$ cat src/design/cle_pkg.sv
// Package for the console line editor: character codes, item kinds and result record.
`default_nettype none

package cle_pkg;

    localparam logic [7:0] CH_EOT = 8'd4;
    localparam logic [7:0] CH_BS  = 8'd8;
    localparam logic [7:0] CH_SP  = 8'd32;
    localparam logic [7:0] CH_CR  = 8'd13;
    localparam logic [7:0] CH_LF  = 8'd10;

    localparam logic [6:0] LIMIT_RESET = 7'd64;

    localparam logic [1:0] K_EOT = 2'd0;
    localparam logic [1:0] K_BS  = 2'd1;
    localparam logic [1:0] K_NL  = 2'd2;
    localparam logic [1:0] K_CHR = 2'd3;

    typedef struct packed {
        logic [1:0] kind;
        logic       done;
        logic [6:0] len;
    } t_step;

    typedef struct packed {
        logic       echo_valid;
        logic [7:0] echo_char;
        logic       store_valid;
        logic [5:0] store_index;
        logic [7:0] store_char;
        logic       line_done;
        logic [6:0] line_length;
        logic       last;
    } t_result;

    // Index of the final result that one input of this kind produces.
    function automatic logic [1:0] last_slot(logic [1:0] kind);
        logic [1:0] s;
        case (kind)
            K_BS:    s = 2'd2;
            K_NL:    s = 2'd1;
            default: s = 2'd0;
        endcase
        return s;
    endfunction

    function automatic t_result make_result(logic [1:0] kind, logic [1:0] slot,
                                            logic [7:0] ch, logic [5:0] idx,
                                            logic done, logic [6:0] len);
        t_result r;
        r = '0;
        if (slot == 2'd0) begin
            r.store_valid = 1'b1;
            r.store_index = idx;
            r.store_char  = ch;
        end
        case (kind)
            K_EOT: begin
                r.echo_valid = 1'b0;
            end
            K_BS: begin
                r.echo_valid = 1'b1;
                r.echo_char  = (slot == 2'd1) ? CH_SP : CH_BS;
            end
            K_NL: begin
                r.echo_valid = 1'b1;
                r.echo_char  = (slot == 2'd0) ? CH_CR : CH_LF;
            end
            default: begin
                r.echo_valid = 1'b1;
                r.echo_char  = ch;
            end
        endcase
        r.last = (slot == last_slot(kind));
        if (r.last && done) begin
            r.line_done   = 1'b1;
            r.line_length = len;
        end
        return r;
    endfunction

endpackage

`default_nettype wire

$ cat src/design/cle_if.sv
// Valid/ready channel interfaces for received characters and editor results.
`default_nettype none

interface cle_in_if;
    logic       valid;
    logic       ready;
    logic [7:0] rx_char;

    modport source (output valid, output rx_char, input ready);
    modport sink   (input valid, input rx_char, output ready);
endinterface

interface cle_out_if;
    logic       valid;
    logic       ready;
    logic       echo_valid;
    logic [7:0] echo_char;
    logic       store_valid;
    logic [5:0] store_index;
    logic [7:0] store_char;
    logic       line_done;
    logic [6:0] line_length;
    logic       last;

    modport source (output valid, output echo_valid, output echo_char, output store_valid,
                    output store_index, output store_char, output line_done,
                    output line_length, output last, input ready);
    modport sink   (input valid, input echo_valid, input echo_char, input store_valid,
                    input store_index, input store_char, input line_done,
                    input line_length, input last, output ready);
endinterface

`default_nettype wire

$ cat src/design/console_line_editor_top.sv
// Top level of the cooked-mode console line editor.
//
//  Channel    Direction  Payload                                   Handshake
//  i_rx       in         rx_char                                   valid/ready
//  o_res      out        echo, store, line_done/length, last       valid/ready
//  i_cfg_*    in         line_limit (7 bits)                       write enable
//
// A character is decoded and the line position updated in the cycle it is accepted.
// It then emits one result per cycle while o_res is ready: one for EOT or plain char,
// two for CR/LF, three for backspace; pending slot and output register set the rate.
// A new character is taken in the cycle its last result moves to the output register.
// Reset clears the position, the limit (to 64) and both pending/output valid flags.
// A stalled output holds its result and, once the pending slot fills, stalls input.
`default_nettype none

module console_line_editor_top #(
    parameter int LINE_MAX = 64
) (
    input  wire logic       i_clk,
    input  wire logic       i_rst_n,
    cle_in_if.sink          i_rx,
    cle_out_if.source       o_res,
    input  wire logic       i_cfg_we,
    input  wire logic [6:0] i_cfg_data
);
    import cle_pkg::*;

    localparam int PW = (LINE_MAX > 1) ? $clog2(LINE_MAX) : 1;

    logic [6:0]    r_limit;
    logic [PW-1:0] r_pos;
    logic [PW-1:0] n_pos;
    t_step         step;

    logic          r_pend_valid;
    logic [1:0]    r_pend_kind;
    logic [1:0]    r_pend_slot;
    logic [7:0]    r_pend_char;
    logic [PW-1:0] r_pend_pos;
    logic          r_pend_done;
    logic [6:0]    r_pend_len;

    t_result       r_out;
    logic          r_out_valid;
    t_result       n_out;

    logic          out_load;
    logic          pend_last;
    logic          in_take;

    cle_step #(.LINE_MAX(LINE_MAX)) u_step (
        .i_char     (i_rx.rx_char),
        .i_pos      (r_pos),
        .i_limit    (r_limit),
        .o_step     (step),
        .o_next_pos (n_pos)
    );

    assign out_load  = r_pend_valid && (!r_out_valid || o_res.ready);
    assign pend_last = (r_pend_slot == last_slot(r_pend_kind));
    assign i_rx.ready = !r_pend_valid || (out_load && pend_last);
    assign in_take   = i_rx.valid && i_rx.ready;

    assign n_out = make_result(r_pend_kind, r_pend_slot, r_pend_char, 6'(r_pend_pos),
                               r_pend_done, r_pend_len);

    always_ff @(posedge i_clk) begin
        if (!i_rst_n) begin
            r_limit <= LIMIT_RESET;
        end else if (i_cfg_we) begin
            r_limit <= i_cfg_data;
        end
    end

    always_ff @(posedge i_clk) begin
        if (!i_rst_n) begin
            r_pos        <= '0;
            r_pend_valid <= 1'b0;
            r_pend_slot  <= 2'd0;
        end else begin
            if (in_take) begin
                r_pos        <= n_pos;
                r_pend_valid <= 1'b1;
                r_pend_slot  <= 2'd0;
            end else if (out_load) begin
                if (pend_last) begin
                    r_pend_valid <= 1'b0;
                end else begin
                    r_pend_slot <= r_pend_slot + 2'd1;
                end
            end
        end
    end

    always_ff @(posedge i_clk) begin
        if (in_take) begin
            r_pend_kind <= step.kind;
            r_pend_char <= i_rx.rx_char;
            r_pend_pos  <= r_pos;
            r_pend_done <= step.done;
            r_pend_len  <= step.len;
        end
    end

    always_ff @(posedge i_clk) begin
        if (!i_rst_n) begin
            r_out_valid <= 1'b0;
        end else if (out_load) begin
            r_out_valid <= 1'b1;
        end else if (o_res.ready) begin
            r_out_valid <= 1'b0;
        end
    end

    always_ff @(posedge i_clk) begin
        if (out_load) begin
            r_out <= n_out;
        end
    end

    assign o_res.valid       = r_out_valid;
    assign o_res.echo_valid  = r_out.echo_valid;
    assign o_res.echo_char   = r_out.echo_char;
    assign o_res.store_valid = r_out.store_valid;
    assign o_res.store_index = r_out.store_index;
    assign o_res.store_char  = r_out.store_char;
    assign o_res.line_done   = r_out.line_done;
    assign o_res.line_length = r_out.line_length;
    assign o_res.last        = r_out.last;

    // Only backspace and CR/LF requests walk past their first result.
    a_slot_kind: assert property (@(posedge i_clk) disable iff (!i_rst_n)
        (r_pend_valid && r_pend_slot != 2'd0) |-> (r_pend_kind == K_BS || r_pend_kind == K_NL))
        else $error("pending slot beyond first result for single-result kind");

    a_slot_range: assert property (@(posedge i_clk) disable iff (!i_rst_n)
        r_pend_valid |-> (r_pend_slot <= last_slot(r_pend_kind)))
        else $error("pending slot past last result");

    a_line_end_pos: assert property (@(posedge i_clk) disable iff (!i_rst_n)
        (in_take && step.done) |=> (r_pos == '0))
        else $error("position not cleared after line end");

    a_done_last: assert property (@(posedge i_clk) disable iff (!i_rst_n)
        (r_out_valid && r_out.line_done) |-> r_out.last)
        else $error("line_done on a result that is not last");

    a_store_first: assert property (@(posedge i_clk) disable iff (!i_rst_n)
        (out_load && r_pend_slot == 2'd0) |=> r_out.store_valid)
        else $error("first result of a request does not store");

endmodule

`default_nettype wire

$ cat src/design/cle_step.sv
// Per-character decode: item kind, line end, reported length and next position.
`default_nettype none

module cle_step #(
    parameter int LINE_MAX = 64,
    localparam int PW = (LINE_MAX > 1) ? $clog2(LINE_MAX) : 1
) (
    input  wire logic [7:0]    i_char,
    input  wire logic [PW-1:0] i_pos,
    input  wire logic [6:0]    i_limit,
    output cle_pkg::t_step     o_step,
    output logic [PW-1:0]      o_next_pos
);
    import cle_pkg::*;

    localparam int CW = (PW + 1 > 7) ? PW + 1 : 7;

    logic [CW-1:0] lim;
    logic [CW-1:0] pos_ext;
    logic [CW-1:0] nxt;

    assign pos_ext = CW'(i_pos);
    assign nxt     = pos_ext + CW'(1);

    // Limit register values outside 1..LINE_MAX are clamped.
    always_comb begin
        lim = CW'(i_limit);
        if (lim == '0) begin
            lim = CW'(1);
        end else if (lim > CW'(LINE_MAX)) begin
            lim = CW'(LINE_MAX);
        end
    end

    always_comb begin
        o_step     = '0;
        o_next_pos = '0;
        if (i_char == CH_EOT) begin
            o_step.kind = K_EOT;
            o_step.done = 1'b1;
            o_step.len  = 7'(pos_ext);
        end else if (i_char == CH_BS) begin
            o_step.kind = K_BS;
            o_next_pos  = (i_pos != '0) ? (i_pos - PW'(1)) : i_pos;
        end else if (i_char == CH_CR || i_char == CH_LF) begin
            o_step.kind = K_NL;
            o_step.done = 1'b1;
            o_step.len  = 7'(nxt);
        end else begin
            o_step.kind = K_CHR;
            if (nxt >= lim) begin
                o_step.done = 1'b1;
                o_step.len  = 7'(nxt);
            end else begin
                o_next_pos = PW'(nxt);
            end
        end
    end

endmodule

`default_nettype wire

$ cat src/flat_wrapper.sv
// flat-port wrapper written by rule: the top's interface ports become plain ports
module console_line_editor_top_flat import cle_pkg::*;
#(
    parameter int LINE_MAX = 64
)
  (i_clk, i_rst_n, i_cfg_we, i_cfg_data, i_rx_valid, i_rx_rx_char, i_rx_ready, o_res_valid, o_res_echo_valid, o_res_echo_char, o_res_store_valid, o_res_store_index, o_res_store_char, o_res_line_done, o_res_line_length, o_res_last, o_res_ready);
  cle_in_if i_rx_i ();
  cle_out_if o_res_i ();
  input  wire logic i_clk;
  input  wire logic i_rst_n;
  input  wire logic i_cfg_we;
  input  wire logic [6:0] i_cfg_data;
  input wire logic [$bits(i_rx_i.valid)-1:0] i_rx_valid;
  input wire logic [$bits(i_rx_i.rx_char)-1:0] i_rx_rx_char;
  output wire logic [$bits(i_rx_i.ready)-1:0] i_rx_ready;
  output wire logic [$bits(o_res_i.valid)-1:0] o_res_valid;
  output wire logic [$bits(o_res_i.echo_valid)-1:0] o_res_echo_valid;
  output wire logic [$bits(o_res_i.echo_char)-1:0] o_res_echo_char;
  output wire logic [$bits(o_res_i.store_valid)-1:0] o_res_store_valid;
  output wire logic [$bits(o_res_i.store_index)-1:0] o_res_store_index;
  output wire logic [$bits(o_res_i.store_char)-1:0] o_res_store_char;
  output wire logic [$bits(o_res_i.line_done)-1:0] o_res_line_done;
  output wire logic [$bits(o_res_i.line_length)-1:0] o_res_line_length;
  output wire logic [$bits(o_res_i.last)-1:0] o_res_last;
  input wire logic [$bits(o_res_i.ready)-1:0] o_res_ready;
  assign i_rx_i.valid = i_rx_valid;
  assign i_rx_i.rx_char = i_rx_rx_char;
  assign i_rx_ready = i_rx_i.ready;
  assign o_res_valid = o_res_i.valid;
  assign o_res_echo_valid = o_res_i.echo_valid;
  assign o_res_echo_char = o_res_i.echo_char;
  assign o_res_store_valid = o_res_i.store_valid;
  assign o_res_store_index = o_res_i.store_index;
  assign o_res_store_char = o_res_i.store_char;
  assign o_res_line_done = o_res_i.line_done;
  assign o_res_line_length = o_res_i.line_length;
  assign o_res_last = o_res_i.last;
  assign o_res_i.ready = o_res_ready;
  console_line_editor_top #(.LINE_MAX(LINE_MAX)) u_core (.i_clk(i_clk), .i_rst_n(i_rst_n), .i_rx(i_rx_i), .o_res(o_res_i), .i_cfg_we(i_cfg_we), .i_cfg_data(i_cfg_data));
endmodule
$ cat config.mk
export PLATFORM = sky130hd
export DESIGN_NAME = console_line_editor_top_flat
export DESIGN_NICKNAME = d
export VERILOG_FILES = /design/src/design/cle_pkg.sv /design/src/design/cle_if.sv /design/src/design/console_line_editor_top.sv /design/src/design/cle_step.sv /design/src/flat_wrapper.sv
export SDC_FILE = /design/constraint.sdc
export NUM_CORES = 1
export LEC_CHECK = 0
export ABC_AREA = 0
export BUFFER_PORTS_ARGS = -buffer_cell sky130_fd_sc_hd__buf_2
export CAP_MARGIN = 20
export CORE_MARGIN = 4
export CORE_UTILIZATION = 40
export CTS_BUF_LIST = sky130_fd_sc_hd__clkbuf_8
export CTS_CLUSTER_DIAMETER = 120
export DETAILED_ROUTE_END_ITERATION = 10
export SLEW_MARGIN = 20
export SYNTH_ARGS = -nofsm -noshare
export SYNTH_HDL_FRONTEND = slang
export SYNTH_SLANG_ARGS = --single-unit
$ cat constraint.sdc
create_clock -name i_clk -period 3.9 [get_ports i_clk]
set_clock_uncertainty 0.05 [all_clocks]
set_input_delay 0.585 -clock i_clk [delete_from_list [all_inputs] [get_ports i_clk]]
set_output_delay 0.585 -clock i_clk [all_outputs]
set_load 0.02 [all_outputs]
==> key figures <==
Synthesis
  • #FFs+latches synth: 74
  • Syn_nets: 303
  • Leading cell types by total area after synthesis: edfxtp_1, dfxtp_1, ha_1, and2_1, and3_1
  • EDFF count, synth: 57
  • Ys async rst share: 0%
  • Post-Synthesis Cells: between 200 and 300
  • Synth Area per Inst: 12.41 µm²
  • Unique masters post-synth: 47
  • Syn Std Cell Area: about 3400 µm²
  • Area leader, netlist: edfxtp_1
  • Register area share after synthesis: between 60% and 70%
  • Yosys top cell area share: 50.91%
  • Yosys Warn Count: 0
  • Main synth FF type: edfxtp_1

Setup path
  • RR Startpoint: u_core.r_pos[0]$_SDFFE_PN0P_
  • CP Cell Sequence: ha_1 > and3_1 > xnor2_1 > inv_1 > ha_1 > and4_1 > a21oi_1 > a21o_1 > o21ai_0 > a21o_1
  • Reg2reg setup slack: 980 ps
  • WS Path Type: flip-flop to flip-flop
  • Top Family by Delay on Critical Path: compound AO/OA/AOI/OAI gates
  • Crit-path max cell delay: 520 ps
  • Crit path arrival time: 2980 ps
  • Crit path buf inv count: 1
  • Reg2reg end: u_core.r_pend_len[2]$_DFFE_PP_
  • Reg2reg path depth: 10
  • CP startpoint kind: flip-flop
  • Critical path's slowest cell: dfxtp_1
  • Worst Setup End Kind: flip-flop
  • Required time worst endpoint: approximately 4000 ps
  • Crit-path max FO: 10

Die
  • Total die area: 9936 µm²
  • Die height: 99.68 µm
  • Starting density of the core: 40.92%
  • # rows: 33
  • Chip width: between 90 and 100 µm
  • # IOs: 55
  • CORE AREA: 8217 µm²

Clock tree
  • CTS tree: built
  • CTS resizes: 0
  • Clk_lat worst skew: roughly 350 ps
  • CTS Buf Count: 9
  • Root Driver: clkbuf_8
  • Hold bufs inserted after CTS: 0
  • Clock H-tree levels: 3
  • Postcts setup bufs: 0
  • Clock transition at path regs: 80 ps
  • Bufs on Longest Clock Path: 2
  • CTS Sinks: 74

Detailed routing
  • Top layer in use: met4
  • Drt pass-1 iters: 4
  • Routed wire length: 6.453 mm
  • WL/cell: 14.73 µm
  • Met2 Wirelength: 3.169 mm
  • Initial DRC Count: between 100 and 150
  • Metal-1 WL: 2.702 mm
  • Vias/cell: 5.110
  • Final antenna-violating net count: 0
  • Via count: approximately 2,200
  • Post-route DRC: 0
  • Metal3 WL: 464 µm

Timing
  • Rel. slew slack: about two fifths
  • Fin. max-slew vios: 0
  • Max Clock Freq: roughly 340 MHz
  • Slack of the critical path: 980.7 ps
  • TNS Setup: 0 ps
  • Min Tclk post-route: 2919 ps
  • # setup viols final: 0
  • Fin Hold WS: 394.9 ps
  • Tightest Pin Transition: approximately 880 ps
  • RSZ-0062 raised after global routing: no
  • Hold Vio Cnt, Final: 0
  • Tcrit/Tclk final: between 70% and 80%

Min path
  • HP Start: i_cfg_data[6]
  • Hold Crit Class: input port to flip-flop
  • Worst Hold End: u_core.r_limit[6]$_SDFFE_PN1P_
  • Worst hold stages: 3

Run status
  • Run status: finished, final reports clean

Global route
  • First-pass GRT wire length: 10.65 mm
  • Initial antenna violation count: 0
  • Remaining Overflow, GRT: 0
  • GRT Total Usage: 13.66%
  • Number of global-route vias before repair: 2,251
  • Largest net degree at the start of global routing: 25

Final layout
  • Final Util: 47.92%
  • Area growth from synthesis to layout: 17.12%
  • Most common cell after layout, fill and taps aside: edfxtp_1
  • Most frequent cells in the layout: edfxtp_1, buf_2, nand2_1
  • Antenna diode count: 0
  • Fin nets: 360
  • Layout cells sized above 1: between 20% and 30%

Placement
  • Pre-CTS setup slack: 1025 ps
  • DPL Wire Length: ~4.7 mm
  • Input/output buffers: 54
  • GPL Wtd Cong: 0.8608

Pwr
  • Power per cell area: between 400 and 500 nW/µm²
  • Tot Pwr: 1694 µW
  • Leakage power: 0.001593 µW
  • Maximum resistive drop on vdd: between 0.00015 and 0.0002 V

Flow run
  • Number of max-cap violations: 0
## registers in the layout, indices dropped and copies added, names as in the netlist, 7 cells and up
| signal | flops |
|---|---|
| u_core.r_pend_len | 7 |
| u_core.o_res.store_char | 8 |
| u_core.r_pend_char | 8 |
| u_core.r_limit | 7 |
| u_core.o_res.echo_char | 8 |
| u_core.o_res.line_length | 7 |
## through the flow
stage / instance area, µm² / cells
3_5_place_dp: 3737 / 422
3_3_place_gp: 3737 / 422
6_report: 3938 / 438
4_1_cts: 3938 / 438
2_1_floorplan: 3362 / 271
5_1_grt: 3938 / 438
## area by class of cell
class,instances,area (µm²)
clock buffers,9,123.9
clock inverters,7,76.32
fillers,743,4279
inverters,13,48.80
multi-input cells,175,1227
flip-flops and latches,74,2052
well taps,105,131.4
repair buffers,55,277.8
## metal layers
layer	global-route usage, %	up-vias
li1	-	1103
met1	16.25	1028
met2	23.04	95
met3	4.208	12
met4	5.357	0
met5	0	-
## worst min-delay path, delay by kind of cell
kind | cells | cell delay, ps
AO/OA/AOI/OAI | 1 | 60
AND/OR/NAND/NOR | 1 | 40
buffers and inverters | 1 | 70
## synthesized netlist by cell type (2+ instances only)
cell type	instances
a21boi_0	2
a21o_1	2
a21oi_1	8
and2_1	15
and3_1	15
buf_2	2
clkbuf_1	7
dfxtp_1	17
edfxtp_1	57
ha_1	12
inv_1	13
mux2i_1	9
nand2_1	23
nand3_1	9
nand4b_1	2
nor2_1	8
nor2b_1	11
nor3_1	4
nor3b_1	3
o211a_1	2
o21a_1	2
o21ai_0	9
o22ai_1	6
or2_2	2
xnor2_1	6
xor2_1	4
## report_power, final
part | leakage [µW] | internal (µW) | switching [µW]
sequential | 0.000679 | 894 | 21.4
clock | 0.0000983 | 301 | 303
combinational | 0.000816 | 69.0 | 106
total | 0.00159 | 1260 | 430
## worst max-delay path by stage
stage	start	cells past startpoint	slack, ps	endpoint
after floorplan	o_res_ready	5	970	u_core.r_pend_slot[1]$_SDFFE_PP0P_
after global placement	o_res_ready	5	1100	u_core.r_pend_pos[2]$_DFFE_PP_
after detailed placement	u_core.r_pos[0]$_SDFFE_PN0P_	10	1030	u_core.r_pend_len[2]$_DFFE_PP_
after CTS	u_core.r_pos[0]$_SDFFE_PN0P_	10	1020	u_core.r_pend_len[2]$_DFFE_PP_
after global routing	u_core.r_pos[0]$_SDFFE_PN0P_	10	800	u_core.r_pend_len[2]$_DFFE_PP_
final	u_core.r_pos[0]$_SDFFE_PN0P_	10	980	u_core.r_pend_len[2]$_DFFE_PP_
## cell families (layout without fill, tap and decap cells)
group	after synthesis	after routing	synth area share [%]
AND/OR/NAND/NOR	102	102	17.72
flip-flops	74	74	61.03
AO/OA/AOI/OAI	42	42	8.969
buffers and inverters	22	84	2.531
adder cells (fa/ha/maj)	12	12	4.466
XOR/XNOR	10	10	2.605
multiplexers	9	9	2.680
(Power assumes the default switching activity.)
